$ cat src/hw/rtl/hmp_pkg.sv
package hmp_pkg;

    // Sequencer states: message bytes, 0x80 mark, block flush, zero fill, length field
    typedef enum logic [2:0]
    {
        ST_MSG,
        ST_MARK,
        ST_FLUSH,
        ST_FILL,
        ST_LEN
    } hmp_state_t;

    // Configuration register indexes
    localparam logic [1:0] CFG_BLOCK_SIZE  = 2'd0;
    localparam logic [1:0] CFG_LENGTH_SIZE = 2'd1;
    localparam logic [1:0] CFG_LENGTH_BE   = 2'd2;

    // Padding constants
    localparam logic [7:0] PAD_MARK         = 8'h80;
    localparam logic [7:0] PAD_ZERO         = 8'h00;
    localparam logic [7:0] BLOCK_BYTES_64   = 8'd64;
    localparam logic [7:0] BLOCK_BYTES_128  = 8'd128;
    localparam logic [7:0] LEN_BYTES_8      = 8'd8;
    localparam logic [7:0] LEN_BYTES_16     = 8'd16;

    // Controls handed to the length serialiser
    typedef struct packed
    {
        logic load;
        logic step;
        logic big_endian;
        logic long_field;
    } hmp_len_ctrl_t;

endpackage

$ cat src/hw/rtl/hash_message_padder.sv
// Merkle-Damgard message padder for MD5/SHA style compression cores.
// Input channel (in_valid/in_ready): one request per message byte, with
// has_byte qualifying data_byte and is_last closing the message. A request
// with neither flag set is dropped. An empty message is a single request
// with is_last and no byte.
// Output channel (out_valid/out_ready): 64-bit words of the padded blocks,
// first byte in the low lane, flagged with block_end and message_end.
// Bytes are taken one per cycle unless stalled; a word appears in the output
// register in the cycle after its eighth byte is taken. After is_last the
// block stops taking requests and emits 0x80, zero fill (plus an extra block
// when the length no longer fits) and the 8- or 16-byte length field, one
// byte per cycle unless stalled, through the word shift register; no byte is
// emitted on the steps that leave the flush and fill states.
// The output register decouples the two sides: when out_ready is low only
// the byte that would complete a word is held back, so in_ready drops.
// Configuration writes (cfg_we/cfg_index/cfg_data) are registered and are to be
// made only while the block is idle; the block itself does not enforce this.
// Reset clears the configuration, counters and state; no words are pending.
module hash_message_padder
    import hmp_pkg::*;
(
    input  logic        clk,
    input  logic        rst_n,
    input  logic        cfg_we,
    input  logic [1:0]  cfg_index,
    input  logic        cfg_data,
    input  logic        in_valid,
    output logic        in_ready,
    input  logic [7:0]  data_byte,
    input  logic        has_byte,
    input  logic        is_last,
    output logic        out_valid,
    input  logic        out_ready,
    output logic [63:0] out_word,
    output logic        block_end,
    output logic        message_end
);

    hmp_state_t    state_reg;
    hmp_state_t    state_next;

    logic          block_sel_reg;
    logic          len_sel_reg;
    logic          len_be_reg;

    logic [6:0]    pos_reg;
    logic [6:0]    pos_next;
    logic [60:0]   count_reg;
    logic [60:0]   count_next;
    logic [63:0]   word_reg;
    logic [63:0]   word_next;

    logic          out_valid_reg;
    logic          out_valid_next;
    logic [63:0]   out_word_reg;
    logic          block_end_reg;
    logic          message_end_reg;

    logic [7:0]    block_bytes;
    logic [7:0]    room;
    logic [7:0]    pos_inc;
    logic          lane_last;
    logic          word_end;
    logic          stall;
    logic          extra;
    logic          accept;

    logic          push;
    logic [7:0]    push_value;
    logic          push_final;
    logic          count_clear;

    hmp_len_ctrl_t len_ctrl;
    logic [7:0]    len_byte;
    logic          len_last;

    // block geometry from configuration
    assign block_bytes = block_sel_reg ? BLOCK_BYTES_128 : BLOCK_BYTES_64;
    assign room        = block_bytes - (len_sel_reg ? LEN_BYTES_16 : LEN_BYTES_8);

    assign pos_inc   = {1'b0, pos_reg} + 8'd1;
    assign lane_last = (pos_reg[2:0] == 3'b111);
    assign word_end  = pos_inc >= block_bytes;
    assign stall     = lane_last && out_valid_reg && !out_ready;
    assign extra     = pos_inc > room;
    assign accept    = in_valid && in_ready;

    // configuration registers
    always_ff @(posedge clk or negedge rst_n)
    begin
        if (!rst_n)
        begin
            block_sel_reg <= 1'b0;
            len_sel_reg   <= 1'b0;
            len_be_reg    <= 1'b0;
        end
        else if (cfg_we)
        begin
            case (cfg_index)
                CFG_BLOCK_SIZE:  block_sel_reg <= cfg_data;
                CFG_LENGTH_SIZE: len_sel_reg   <= cfg_data;
                CFG_LENGTH_BE:   len_be_reg    <= cfg_data;
                default:         ;
            endcase
        end
    end

    // next state
    always_comb
    begin
        state_next = state_reg;
        case (state_reg)
            ST_MSG:
            begin
                if (accept && is_last)
                begin
                    state_next = ST_MARK;
                end
            end
            ST_MARK:
            begin
                if (!stall)
                begin
                    state_next = extra ? ST_FLUSH : ST_FILL;
                end
            end
            ST_FLUSH:
            begin
                if (pos_reg == 7'd0)
                begin
                    state_next = ST_FILL;
                end
            end
            ST_FILL:
            begin
                if ({1'b0, pos_reg} >= room)
                begin
                    state_next = ST_LEN;
                end
            end
            ST_LEN:
            begin
                if (!stall && len_last)
                begin
                    state_next = ST_MSG;
                end
            end
            default:
            begin
                state_next = ST_MSG;
            end
        endcase
    end

    // byte source and handshake per state
    always_comb
    begin
        in_ready            = 1'b0;
        push                = 1'b0;
        push_value          = PAD_ZERO;
        push_final          = 1'b0;
        count_clear         = 1'b0;
        len_ctrl.load       = 1'b0;
        len_ctrl.step       = 1'b0;
        len_ctrl.big_endian = len_be_reg;
        len_ctrl.long_field = len_sel_reg;
        case (state_reg)
            ST_MSG:
            begin
                in_ready   = !stall;
                push       = accept && has_byte;
                push_value = data_byte;
            end
            ST_MARK:
            begin
                push          = !stall;
                push_value    = PAD_MARK;
                len_ctrl.load = 1'b1;
            end
            ST_FLUSH:
            begin
                push = !stall && (pos_reg != 7'd0);
            end
            ST_FILL:
            begin
                push = !stall && ({1'b0, pos_reg} < room);
            end
            ST_LEN:
            begin
                push          = !stall;
                push_value    = len_byte;
                len_ctrl.step = !stall;
                push_final    = len_last;
                count_clear   = !stall && len_last;
            end
            default:
            begin
                push = 1'b0;
            end
        endcase
    end

    hmp_len_shift u_len_shift
    (
        .clk        (clk),
        .rst_n      (rst_n),
        .ctrl       (len_ctrl),
        .byte_count (count_reg),
        .len_byte   (len_byte),
        .len_last   (len_last)
    );

    // byte shift register, block position and byte count
    always_comb
    begin
        word_next  = word_reg;
        pos_next   = pos_reg;
        count_next = count_reg;
        if (push)
        begin
            word_next = {push_value, word_reg[63:8]};
            if (lane_last && word_end)
            begin
                pos_next = 7'd0;
            end
            else
            begin
                pos_next = pos_inc[6:0];
            end
        end
        if (count_clear)
        begin
            count_next = 61'd0;
        end
        else if (accept && has_byte)
        begin
            count_next = count_reg + 61'd1;
        end
    end

    // output register
    always_comb
    begin
        out_valid_next = out_valid_reg && !out_ready;
        if (push && lane_last)
        begin
            out_valid_next = 1'b1;
        end
    end

    always_ff @(posedge clk or negedge rst_n)
    begin
        if (!rst_n)
        begin
            state_reg     <= ST_MSG;
            pos_reg       <= 7'd0;
            count_reg     <= 61'd0;
            out_valid_reg <= 1'b0;
        end
        else
        begin
            state_reg     <= state_next;
            pos_reg       <= pos_next;
            count_reg     <= count_next;
            out_valid_reg <= out_valid_next;
        end
    end

    always_ff @(posedge clk)
    begin
        word_reg <= word_next;
        if (push && lane_last)
        begin
            out_word_reg    <= word_next;
            block_end_reg   <= word_end;
            message_end_reg <= push_final;
        end
    end

    assign out_valid   = out_valid_reg;
    assign out_word    = out_word_reg;
    assign block_end   = block_end_reg;
    assign message_end = message_end_reg;

`ifndef SYNTHESIS
    // the padded message always closes on a block boundary
    a_msg_end_closes_block: assert property (@(posedge clk) disable iff (!rst_n)
        out_valid && message_end |-> block_end)
        else $error("message_end without block_end");

    // the length field sits in the tail of the block
    a_len_in_tail: assert property (@(posedge clk) disable iff (!rst_n)
        state_reg == ST_LEN |-> {1'b0, pos_reg} >= room)
        else $error("length field outside block tail");

    // last length byte brings the block position back to the start and clears the byte count
    a_len_done_pos: assert property (@(posedge clk) disable iff (!rst_n)
        state_reg == ST_LEN && push && len_last |=> pos_reg == 7'd0 && count_reg == 61'd0)
        else $error("block position or count not cleared after length field");

    // a completed word never overwrites one still waiting in the output register
    a_push_word_room: assert property (@(posedge clk) disable iff (!rst_n)
        push && lane_last |-> !out_valid_reg || out_ready)
        else $error("completed word overwrote a pending word");
`endif

endmodule

$ cat src/hw/rtl/hmp_len_shift.sv
module hmp_len_shift
    import hmp_pkg::*;
(
    input  logic          clk,
    input  logic          rst_n,
    input  hmp_len_ctrl_t ctrl,
    input  logic [60:0]   byte_count,
    output logic [7:0]    len_byte,
    output logic          len_last
);

    logic [63:0] len_reg;
    logic [63:0] len_next;
    logic [3:0]  idx_reg;
    logic [3:0]  idx_next;
    logic        lead_zero;

    // big-endian 16-byte field opens with eight zero bytes
    assign lead_zero = ctrl.long_field && !idx_reg[3];

    // load the bit length, then shift one byte out per step
    always_comb
    begin
        len_next = len_reg;
        idx_next = idx_reg;
        if (ctrl.load)
        begin
            len_next = {byte_count, 3'b000};
            idx_next = 4'd0;
        end
        else if (ctrl.step)
        begin
            idx_next = idx_reg + 4'd1;
            if (ctrl.big_endian)
            begin
                if (!lead_zero)
                begin
                    len_next = {len_reg[55:0], 8'h00};
                end
            end
            else
            begin
                len_next = {8'h00, len_reg[63:8]};
            end
        end
    end

    always_ff @(posedge clk or negedge rst_n)
    begin
        if (!rst_n)
        begin
            idx_reg <= 4'd0;
        end
        else
        begin
            idx_reg <= idx_next;
        end
    end

    always_ff @(posedge clk)
    begin
        len_reg <= len_next;
    end

    // byte on the serial output
    always_comb
    begin
        if (ctrl.big_endian)
        begin
            len_byte = lead_zero ? 8'h00 : len_reg[63:56];
        end
        else
        begin
            len_byte = len_reg[7:0];
        end
    end

    assign len_last = (idx_reg == (ctrl.long_field ? 4'd15 : 4'd7));

endmodule
$ cat config.mk
export PLATFORM = sky130hd
export DESIGN_NAME = hash_message_padder
export DESIGN_NICKNAME = d
export VERILOG_FILES = /design/src/hw/rtl/hmp_pkg.sv /design/src/hw/rtl/hash_message_padder.sv /design/src/hw/rtl/hmp_len_shift.sv
export SDC_FILE = /design/constraint.sdc
export NUM_CORES = 1
export LEC_CHECK = 0
export ABC_AREA = 1
export CAP_MARGIN = 20
export CORE_MARGIN = 5
export CORE_UTILIZATION = 40
export CTS_CLUSTER_SIZE = 24
export DETAILED_ROUTE_END_ITERATION = 10
export DONT_BUFFER_PORTS = 1
export PLACE_DENSITY = 0.5
export SETUP_SLACK_MARGIN = 0.3
export SYNTH_ARGS = -nofsm -noshare
export SYNTH_HDL_FRONTEND = slang
export SYNTH_SLANG_ARGS = --single-unit
$ cat constraint.sdc
create_clock -name clk -period 6.9 [get_ports clk]
set_input_delay 1.38 -clock clk [delete_from_list [all_inputs] [get_ports clk]]
set_output_delay 1.38 -clock clk [all_outputs]
set_load 0.03 [all_outputs]
Word level (Yosys, flattened, before mapping)
Index checks and enable logic that the tools add are counted.
Operators by class
  $add $sub $neg: 4
  multiply operators: 0
  div/mod/pow operators: 0
  magnitude comparators: 4
  eq/ne operators: 15
  shift-type cells: 0
  muxes and demuxes: 29
  bitwise logic cells: 0
  reduce and logical (&&, ||, !) cells: 28
Operators with widths (count)
  $mux W64: 5
  $mux W61: 2
  $add A61 B1 Y61 const B: 1
  $mux W8: 3
  $pmux W8 S3: 1
  $mux W3: 5
  $pmux W3 S5: 1
  $logic_and A1 B1 Y1: 12
  $mux W4: 3
  $ne A2 B2 Y1 const B: 6
  $reduce_and A2 Y1: 5
  $add A7 B1 Y8 const B: 1
  $ge A7 B8 Y1: 1
  $ge A8 B8 Y1: 1
  $gt A8 B8 Y1: 1
  $lt A7 B8 Y1: 1
  $sub A8 B5 Y8: 1
  $logic_not A7 Y1: 1
  $mux W7: 1
  $reduce_bool A7 Y1: 1
  $eq A3 B2 Y1 const B: 2
  $eq A3 B3 Y1 const B: 2
  $mux W1: 6
  $mux W5: 1
  other kinds (13): 16
Word-level totals
  flip-flop bits (word level): 273
  latch bits: 0
  memory bits (writable): 0
  ROM bits: 0
  input port bits: 18
  output and inout bits: 68
  word-level logic and storage cells: 94
  memories: 0

Logic depth before layout (Yosys ltp)
Gate-level depths: netlist (run 1).
  depth after elaboration: 10
  depth in mapped cells: 15

Hierarchy
A second synthesis (run 1) with hierarchy kept.
Unflattened totals
  cells, all modules: 1591
  area total of the unflattened synthesis: 13147.6 µm²
Modules (own cells, without submodules)
  hash_message_padder: times used 1, cells each 1168, area each 9516.6 µm², seq. area each 5139.9 µm²
  hmp_len_shift: times used 1, cells each 423, area each 3631.0 µm², seq. area each 1991.9 µm²

Worst setup path before layout (run 1)
No wires, ideal clock.
  path kind: input -> register
  start: in out_ready
  end: reg block_end_reg (netlist: block_end), enable pin
  library setup time: 0.490 ns
  data arrival time: 4.935 ns
  slack: 1.475 ns
  stages on the path: 7
  buffers on the path: 1
  cell sequence: inv_1 nand3_1 nand4_2 inv_2 a21oi_2 buf_2 nor2_1
On the way
  word-level cells in the longest chain between the ends: 8
Ends and longest elaborated chain
  from (decl): RTL line hash_message_padder.sv:33  | input logic out_ready,
  $logic_not A1 Y1 *: RTL line hash_message_padder.sv:84  | assign stall = lane_last && out_valid_reg && !out_ready;
  $logic_and A1 B1 Y1 *: RTL line hash_message_padder.sv:84
  $logic_not A1 Y1 *
  $mux W1: RTL line hash_message_padder.sv:167  | case (state_reg)
  $logic_and A1 B1 Y1: RTL line hash_message_padder.sv:86  | assign accept = in_valid && in_ready;
  $logic_and A1 B1 Y1: RTL line hash_message_padder.sv:171  | push = accept && has_byte;
  $pmux W1 S4 *: RTL line hash_message_padder.sv:167
  $logic_and A1 B1 Y1 *: RTL line hash_message_padder.sv:272  | if (push && lane_last)
  to (signal assigned): RTL line hash_message_padder.sv:275  | block_end_reg <= word_end;
  to (decl): RTL line hash_message_padder.sv:56  | logic block_end_reg;
Every way passes the cells marked *; elsewhere a longest branch is shown, timed or not.
A chain may end at the register's enable or synchronous reset.

Worst setup path after layout (run 1)
  start: reg pos_reg[0]
  end: out in_ready
On the way
  word-level cells in the longest chain between the ends: 5
Ends and longest elaborated chain
  from (decl): RTL line hash_message_padder.sv:46  | logic [6:0] pos_reg;
  from (signal assigned): RTL line hash_message_padder.sv:263  | pos_reg <= pos_next;
  $eq A3 B3 Y1: RTL line hash_message_padder.sv:82  | assign lane_last = (pos_reg[2:0] == 3'b111);
  $logic_and A1 B1 Y1 (2 in series): RTL line hash_message_padder.sv:84
  $logic_not A1 Y1: RTL line hash_message_padder.sv:170  | in_ready = !stall;
  $mux W1: RTL line hash_message_padder.sv:167
  to (decl): RTL line hash_message_padder.sv:28  | output logic in_ready,
No other way between the ends.

==> results of run 1 <==
[Yosys cell counts (10+ instances only)]
master / instances / area share, %
buf_2: 18 / 0.71
nand2_1: 459 / 14
dfrtp_1: 79 / 16
inv_1: 127 / 3.8
o32ai_1: 28 / 1.9
o21ai_0: 84 / 3.3
nand3_1: 90 / 3.5
clkbuf_1: 23 / 0.68
a21oi_1: 29 / 1.1
nand4_1: 30 / 1.5
xor2_1: 10 / 0.69
nor2_1: 226 / 6.7
nor3_1: 15 / 0.59
edfxtp_1: 127 / 30
dfxtp_1: 67 / 11
ha_1: 14 / 1.4
[power groups by stage]
| stage | clock [mW] | combinational, mW | sequential, mW |
|---|---|---|---|
| 3_5_place_dp | 0 | 1.51 | 2.68 |
| 4_1_cts | 1.70 | 1.51 | 2.65 |
| 5_1_grt | 1.78 | 1.71 | 2.70 |
| 3_3_place_gp | 0 | 1.49 | 2.68 |
| 2_1_floorplan | 0 | 1.13 | 2.57 |
| 6_report | 1.66 | 1.50 | 2.65 |
[logic make-up (layout without fill, tap and decap cells)]
family	Yosys count	in the layout
compound gates	168	168
xor+xnor	10	10
fa+ha+maj	14	14
buf+inv	186	202
flops	273	273
mux	7	7
simple gates	845	845
[area by class of cell]
cell class              instances  area (µm²)  share of cell area (%)
flip-flops and latches        273        7130                    50.4
multi-input cells            1044        4850                    34.3
clock buffers                  41         895                    6.33
well taps                     402         503                    3.56
inverters                     133         499                    3.53
clock inverters                15         163                    1.15
repair buffers                 13        97.6                   0.690
[layer usage]
layer | GRT usage, % | vias to the layer above | wire length [µm]
met1 | 29.4 | 4762 | 16900
met3 | 3.30 | 62 | 2180
met5 | 0 | - | 0
li1 | - | 4965 | -
met4 | 6.04 | 0 | 1190
met2 | 30.8 | 308 | 16000
[through the flow]
| step | cells | hold WS, ns | power (mW) | setup WS (ns) |
|---|---|---|---|---|
| after detailed placement | 1865 | 0.437 | 4.19 | 2.61 |
| after global placement | 1865 | 0.425 | 4.17 | 2.70 |
| after floorplan | 1503 | 0.412 | 3.70 | 1.48 |
| after CTS | 1921 | 0.451 | 5.87 | 3.00 |
| after global routing | 1921 | 0.462 | 6.18 | 2.71 |
| final | 1921 | 0.450 | 5.82 | 3.02 |
[critical path: cells and delay by family (launching register included)]
kind | cells | cell delay, ns
buffers and inverters | 2 | 0.37
adder cells (fa/ha/maj) | 2 | 0.47
AND/OR/NAND/NOR | 2 | 0.64
flip-flops | 1 | 0.45
[worst paths after layout]
path                                   from       endpoint  slack, ns  cells after the start
worst max-delay path             pos_reg[0]       in_ready       3.02                      6
worst min register to register  word_reg[1]    word_reg[1]       0.45                      2
max in group asynchronous             rst_n  count_reg[56]       6.22                      0
worst max register to register   pos_reg[1]  count_reg[56]       3.10                     13
min in group asynchronous             rst_n     pos_reg[0]       0.50                      0
worst min-delay path            word_reg[1]    word_reg[1]       0.45                      2
==> impl_metrics.tcl, run 1 <==
set metrics [dict create \
    core-area_um2 31500 \
    fin_area_um2 14100 \
    synth.distinct_cells 43 \
    gp_congestion 0.917 \
    run_status "finished, final reports clean" \
    io_buffers 0 \
    synth.avg_cell_area_um2 8.45 \
    final_cell_mix "nand2_1 (458), nor2_1 (225), inv_1 (127), edfxtp_1 (127), nand3_1 (90)" \
    vias 10097 \
    ir_drop_uv 280 \
    cts-hold-fix-buffers 0 \
    grt_pass1_wl_um 56700 \
    fin_tns_setup_ns 0 \
    io_pins 86 \
    synth_edf_count 127 \
    cap_violations 0 \
    cp.required_ns 5.52 \
    worstSetupStartpointType "register" \
    root_buffer "clkbuf_16" \
    worst_slew_pin_slew_ns 0.875 \
    rsz0062_at_grt "no" \
    layout.nets 1527 \
    async_reset_ff_share_pct 28.9 \
    synthSimpleGateAreaFrac_pct 27.5 \
    powerDensity_nw_per_um2 411 \
    internal_power_mw 3.65 \
    synth_top_family_by_area "simple AND/OR/NAND/NOR gates" \
    initial_core_util_pct 40.4 \
    post_cts_buffers 0 \
    syn_nets 1535 \
    hold_violations 0 \
    crit_fanout 8 \
    postCtsResizedCells 0 \
    netlist_instances 1503 \
    synth_compound_area_share_pct 7.94 \
    grt_antenna_before_repair 0 \
    diodes 0 \
    p_leak_nw 5.94 \
    place_area_um2 13100 \
    power_switching_mw 2.17 \
    swShare_pct 37.2 \
    overflow 0 \
    first_iter_violations 743 \
    rows 65 \
    grt_pass1_vias 9836 \
    critPathKind "reg -> out" \
    cts_inserted_buffers 30 \
    final_util_pct 44.9 \
    end_kind "primary output" \
    routed_wl_um 36300 \
    yosys_warnings 0 \
    path_common_cell "ha_1" \
    n_fill_cell 3089 \
    synthAdderAreaFrac_pct 1.38 \
    area_growth_pct 11.3 \
    slowest_delay_ns 0.45 \
    synth_seq_cells 273 \
    clock-sinks 273 \
    final_antenna_net_count 0 \
    synthFlopType "edfxtp_1" \
    synth_xor_area_share_pct 0.689 \
    synthMuxAreaShare_pct 0.551 \
    clkTransAtPathRegs_ns 0.06 \
    skew_ns 0.0220 \
    hold_path.class "reg -> reg" \
    p_clk_share_pct 28.6 \
    firstDrtPassIters 5 \
    drive_above_1_share_pct 5.33 \
    clockBufferDepth 3 \
    cp.arrival_ns 2.50 \
    fin_crit_ns 3.88 \
    dieArea_um2 35400 \
    clkLatencyLatePin_ns 0.57 \
    setup_viol 0 \
    wl_per_cell_um 18.9 \
    final_common_cell "nand2_1" \
    timing.fmax_mhz 258 \
    drc 0 \
    fin_crit_sh_pct 56.2 \
    slowest_stage "dfrtp_1" \
    dp_hpwl_um 26000 \
    synth_area_um2 12700 \
    maxSlewViolCount 0 \
    cts.htree.levels 1 \
    crit_chain "ha_1 -> ha_1 -> nand3_1 -> inv_1 -> nor4_1 -> buf_4" \
    seq_power_share_pct 45.6 \
    yosysSeqAreaShare_pct 56.1 \
    routed_via_density 5.26 \
    die_x_um 188 \
    grt_max_degree 80 \
    max_slew_margin_pct 41.5 \
    grt_use_total_pct 20.1 \
    dieHeight_um 188 \
    pwr-share-comb_pct 25.8 \
    cts_tree "yes" \
]
(Power assumes the default switching activity.)
==> run 2: changes to the inputs <==
--- a/config.mk
+++ b/config.mk
@@ -5,14 +5,14 @@
 export SDC_FILE = /design/constraint.sdc
 export NUM_CORES = 1
 export LEC_CHECK = 0
-export ABC_AREA = 1
+export ABC_AREA = 0
 export CAP_MARGIN = 20
 export CORE_MARGIN = 5
 export CORE_UTILIZATION = 40
 export CTS_CLUSTER_SIZE = 24
 export DETAILED_ROUTE_END_ITERATION = 10
 export DONT_BUFFER_PORTS = 1
-export PLACE_DENSITY = 0.5
+export PLACE_DENSITY = 0.52
 export SETUP_SLACK_MARGIN = 0.3
 export SYNTH_ARGS = -nofsm -noshare
 export SYNTH_HDL_FRONTEND = slang
==> constraint.sdc (replaced) <==
create_clock -name clk -period 3.35 [get_ports clk]
set_input_delay 0.67 -clock clk [delete_from_list [all_inputs] [get_ports clk]]
set_output_delay 0.67 -clock clk [all_outputs]
set_load 0.03 [all_outputs]
==> run 2 against run 1 <==
Net effect:
- the run now ends with negative hold slack left
- critical path depth down 2
- die area down 5.8%
- sequential power up 110%
- final cell count down 25%
- setup slack worse by 2.6 ns
- global-route usage down 2.9 points
==> impl_metrics.tcl, run 2 <==
set metrics [dict create \
    run_status "complete, but fails checks" \
    violations "negative hold slack" \
    hold_violations 1 \
    fin_tns_setup_ns 0 \
    grt_max_degree 80 \
    final_common_cell "edfxtp_1" \
    max_slew_margin_pct 44.9 \
    wl_met1_um 14300 \
    timing.fmax_mhz 338 \
    clock-sinks 273 \
    dieHeight_um 183 \
    final_cell_mix "edfxtp_1 (127), nand2_1 (101), o21ai_0 (82)" \
    initial_core_util_pct 40.4 \
    drc 0 \
    clockBufferDepth 3 \
    synthAdderAreaFrac_pct 1.47 \
    end_kind "primary output" \
    clkTransAtPathRegs_ns 0.06 \
    final_antenna_net_count 0 \
    firstDrtPassIters 5 \
    routed_wl_um 29500 \
    dieArea_um2 33400 \
    synthMuxAreaShare_pct 9.59 \
    layout.nets 1055 \
    diodes 0 \
    grt_use_total_pct 17.2 \
    async_reset_ff_share_pct 28.9 \
    cts_inserted_buffers 30 \
    vias 7974 \
    dp_hpwl_um 20300 \
    wl_per_cell_um 20.6 \
    rsz0062_at_grt "no" \
    synth_top_cell_area_share_pct 32.0 \
    drive_above_1_share_pct 15.1 \
    top_layer "met4" \
    synth_edf_count 127 \
    grt_pass1_wl_um 45600 \
    skew_ns 0.00987 \
    grt_antenna_before_repair 0 \
    critPathKind "reg -> out" \
    gp_congestion 0.816 \
    worstSetupStartpointType "register" \
    syn_nets 1056 \
    power_mw 12.0 \
    routed_via_density 5.55 \
    synth.distinct_cells 57 \
    powerDensity_nw_per_um2 877 \
    overflow 0 \
    ir_drop_uv 443 \
    post_cts_buffers 0 \
    cts.htree.levels 1 \
    maxSlewViolCount 0 \
    worst_slew_pin_slew_ns 0.826 \
    cap_violations 0 \
    grt_pass1_vias 7649 \
    p_leak_nw 5.13 \
    netlist_instances 1024 \
    io_pins 86 \
    first_iter_violations 602 \
    cts_tree "yes" \
    fin_crit_ns 2.96 \
    ys_top_cells_by_count "edfxtp_1 (127), nand2_1 (101), o21ai_0 (82)" \
    synth_compound_area_share_pct 9.46 \
    synthSimpleGateAreaFrac_pct 14.4 \
    synthFlopType "edfxtp_1" \
    io_buffers 0 \
    synth_top_cell_by_area "edfxtp_1" \
    area_growth_pct 14.6 \
    hold_path.class "in -> async" \
    synth_top_family_by_area "simple AND/OR/NAND/NOR gates" \
    crit_fanout 12 \
    yosysSeqAreaShare_pct 59.8 \
    final_util_pct 46.3 \
    holdWs_ns -0.00266 \
    fin_crit_sh_pct 88.2 \
    rows 63 \
    route.met3.wl_um 1370 \
    yosys_warnings 0 \
    root_buffer "clkbuf_16" \
    core-area_um2 29600 \
    synth.avg_cell_area_um2 11.6 \
    synth_seq_cells 273 \
    cp.required_ns 2.68 \
    cp.arrival_ns 2.29 \
    wl_met2_um 13200 \
    synth_xor_area_share_pct 2.50 \
    synth.most_common_cell "edfxtp_1" \
    setup_viol 0 \
    synth_area_um2 11900 \
    clkLatencyLatePin_ns 0.56 \
    die_x_um 183 \
    synthTopCellsByArea "edfxtp_1 (32%), dfrtp_1 (17%), dfxtp_1 (11%), mux2_2 (5.5%), mux2i_1 (4.1%)" \
]
run 2: changes by cell type in the layout (fill, tap and decap cells not counted), sizes merged, moves of 16 or more:
cell   previous run  this run
a22o              0        17
mux2              0        58
nand2           461       101
or3               0        16
nand3            91        34
inv             129        30
nor2            229        54
mux2i             7        49
o32ai            28         0
run 2: worst paths after layout:
kind | from | to | slack, ns | cells after the start
max in group asynchronous | rst_n | len_be_reg | 2.92 | 1
max | pos_reg[0] | in_ready | 0.39 | 4
min reg2reg | word_reg[0] | word_reg[0] | 0.47 | 1
min | rst_n | count_reg[60] | -0.003 | 1
min in group clk | out_ready | out_valid | 0.20 | 1
max reg2reg | pos_reg[0] | out_word[30] | 0.50 | 7
run 2: per-stage QoR:
stage / setup WS (ns) / instances / instance area, µm²
2_1_floorplan: 0.247 / 1024 / 12000
3_3_place_gp: 0.478 / 1380 / 12500
3_5_place_dp: 0.412 / 1380 / 12500
4_1_cts: 0.348 / 1437 / 13700
5_1_grt: 0.305 / 1437 / 13700
6_report: 0.395 / 1437 / 13700
run 2: layer usage:
layer  vias to the layer above  track usage [%]
li1                       3801                -
met1                      3899             25.8
met2                       234             26.5
met3                        40             2.39
met4                         0             3.69
met5                         -                0
run 2: final cells by class:
class,instances,area (µm²)
Timing Repair Buffer,22,210
Tap cell,390,488
Inverter,30,116
Sequential cell,273,7140
Multi-Input combinational cell,666,4540
Clock inverter,20,383
Fill cell,2707,15900
Clock buffer,36,803
run 2: timing repair:
item,in CTS,in global routing
hold buffers,1,0
hold endpoints to repair,79,0
gates resized for setup,0,2
setup endpoints to repair,0,2
run 2: cells by family (layout without fill, tap and decap cells):
family,after synthesis,after routing
adder cells (fa/ha/maj),14,14
multiplexers,107,107
XOR/XNOR,34,34
AO/OA/AOI/OAI,187,187
AND/OR/NAND/NOR,324,324
flip-flops,273,273
buffers and inverters,85,108
run 2: critical path, stage by stage (launching register included):
cell and delay (ns):
dfrtp_2 0.48, ha_4 0.21, ha_4 0.18, and3b_2 0.31
nor2_1 0.53
run 2: report_power, final:
group	switching [mW]	leakage (nW)	internal (mW)
logic	1.51	1.73	1.12
registers	0.836	2.83	4.67
clock network	1.36	0.571	2.49
total	3.71	5.13	8.28
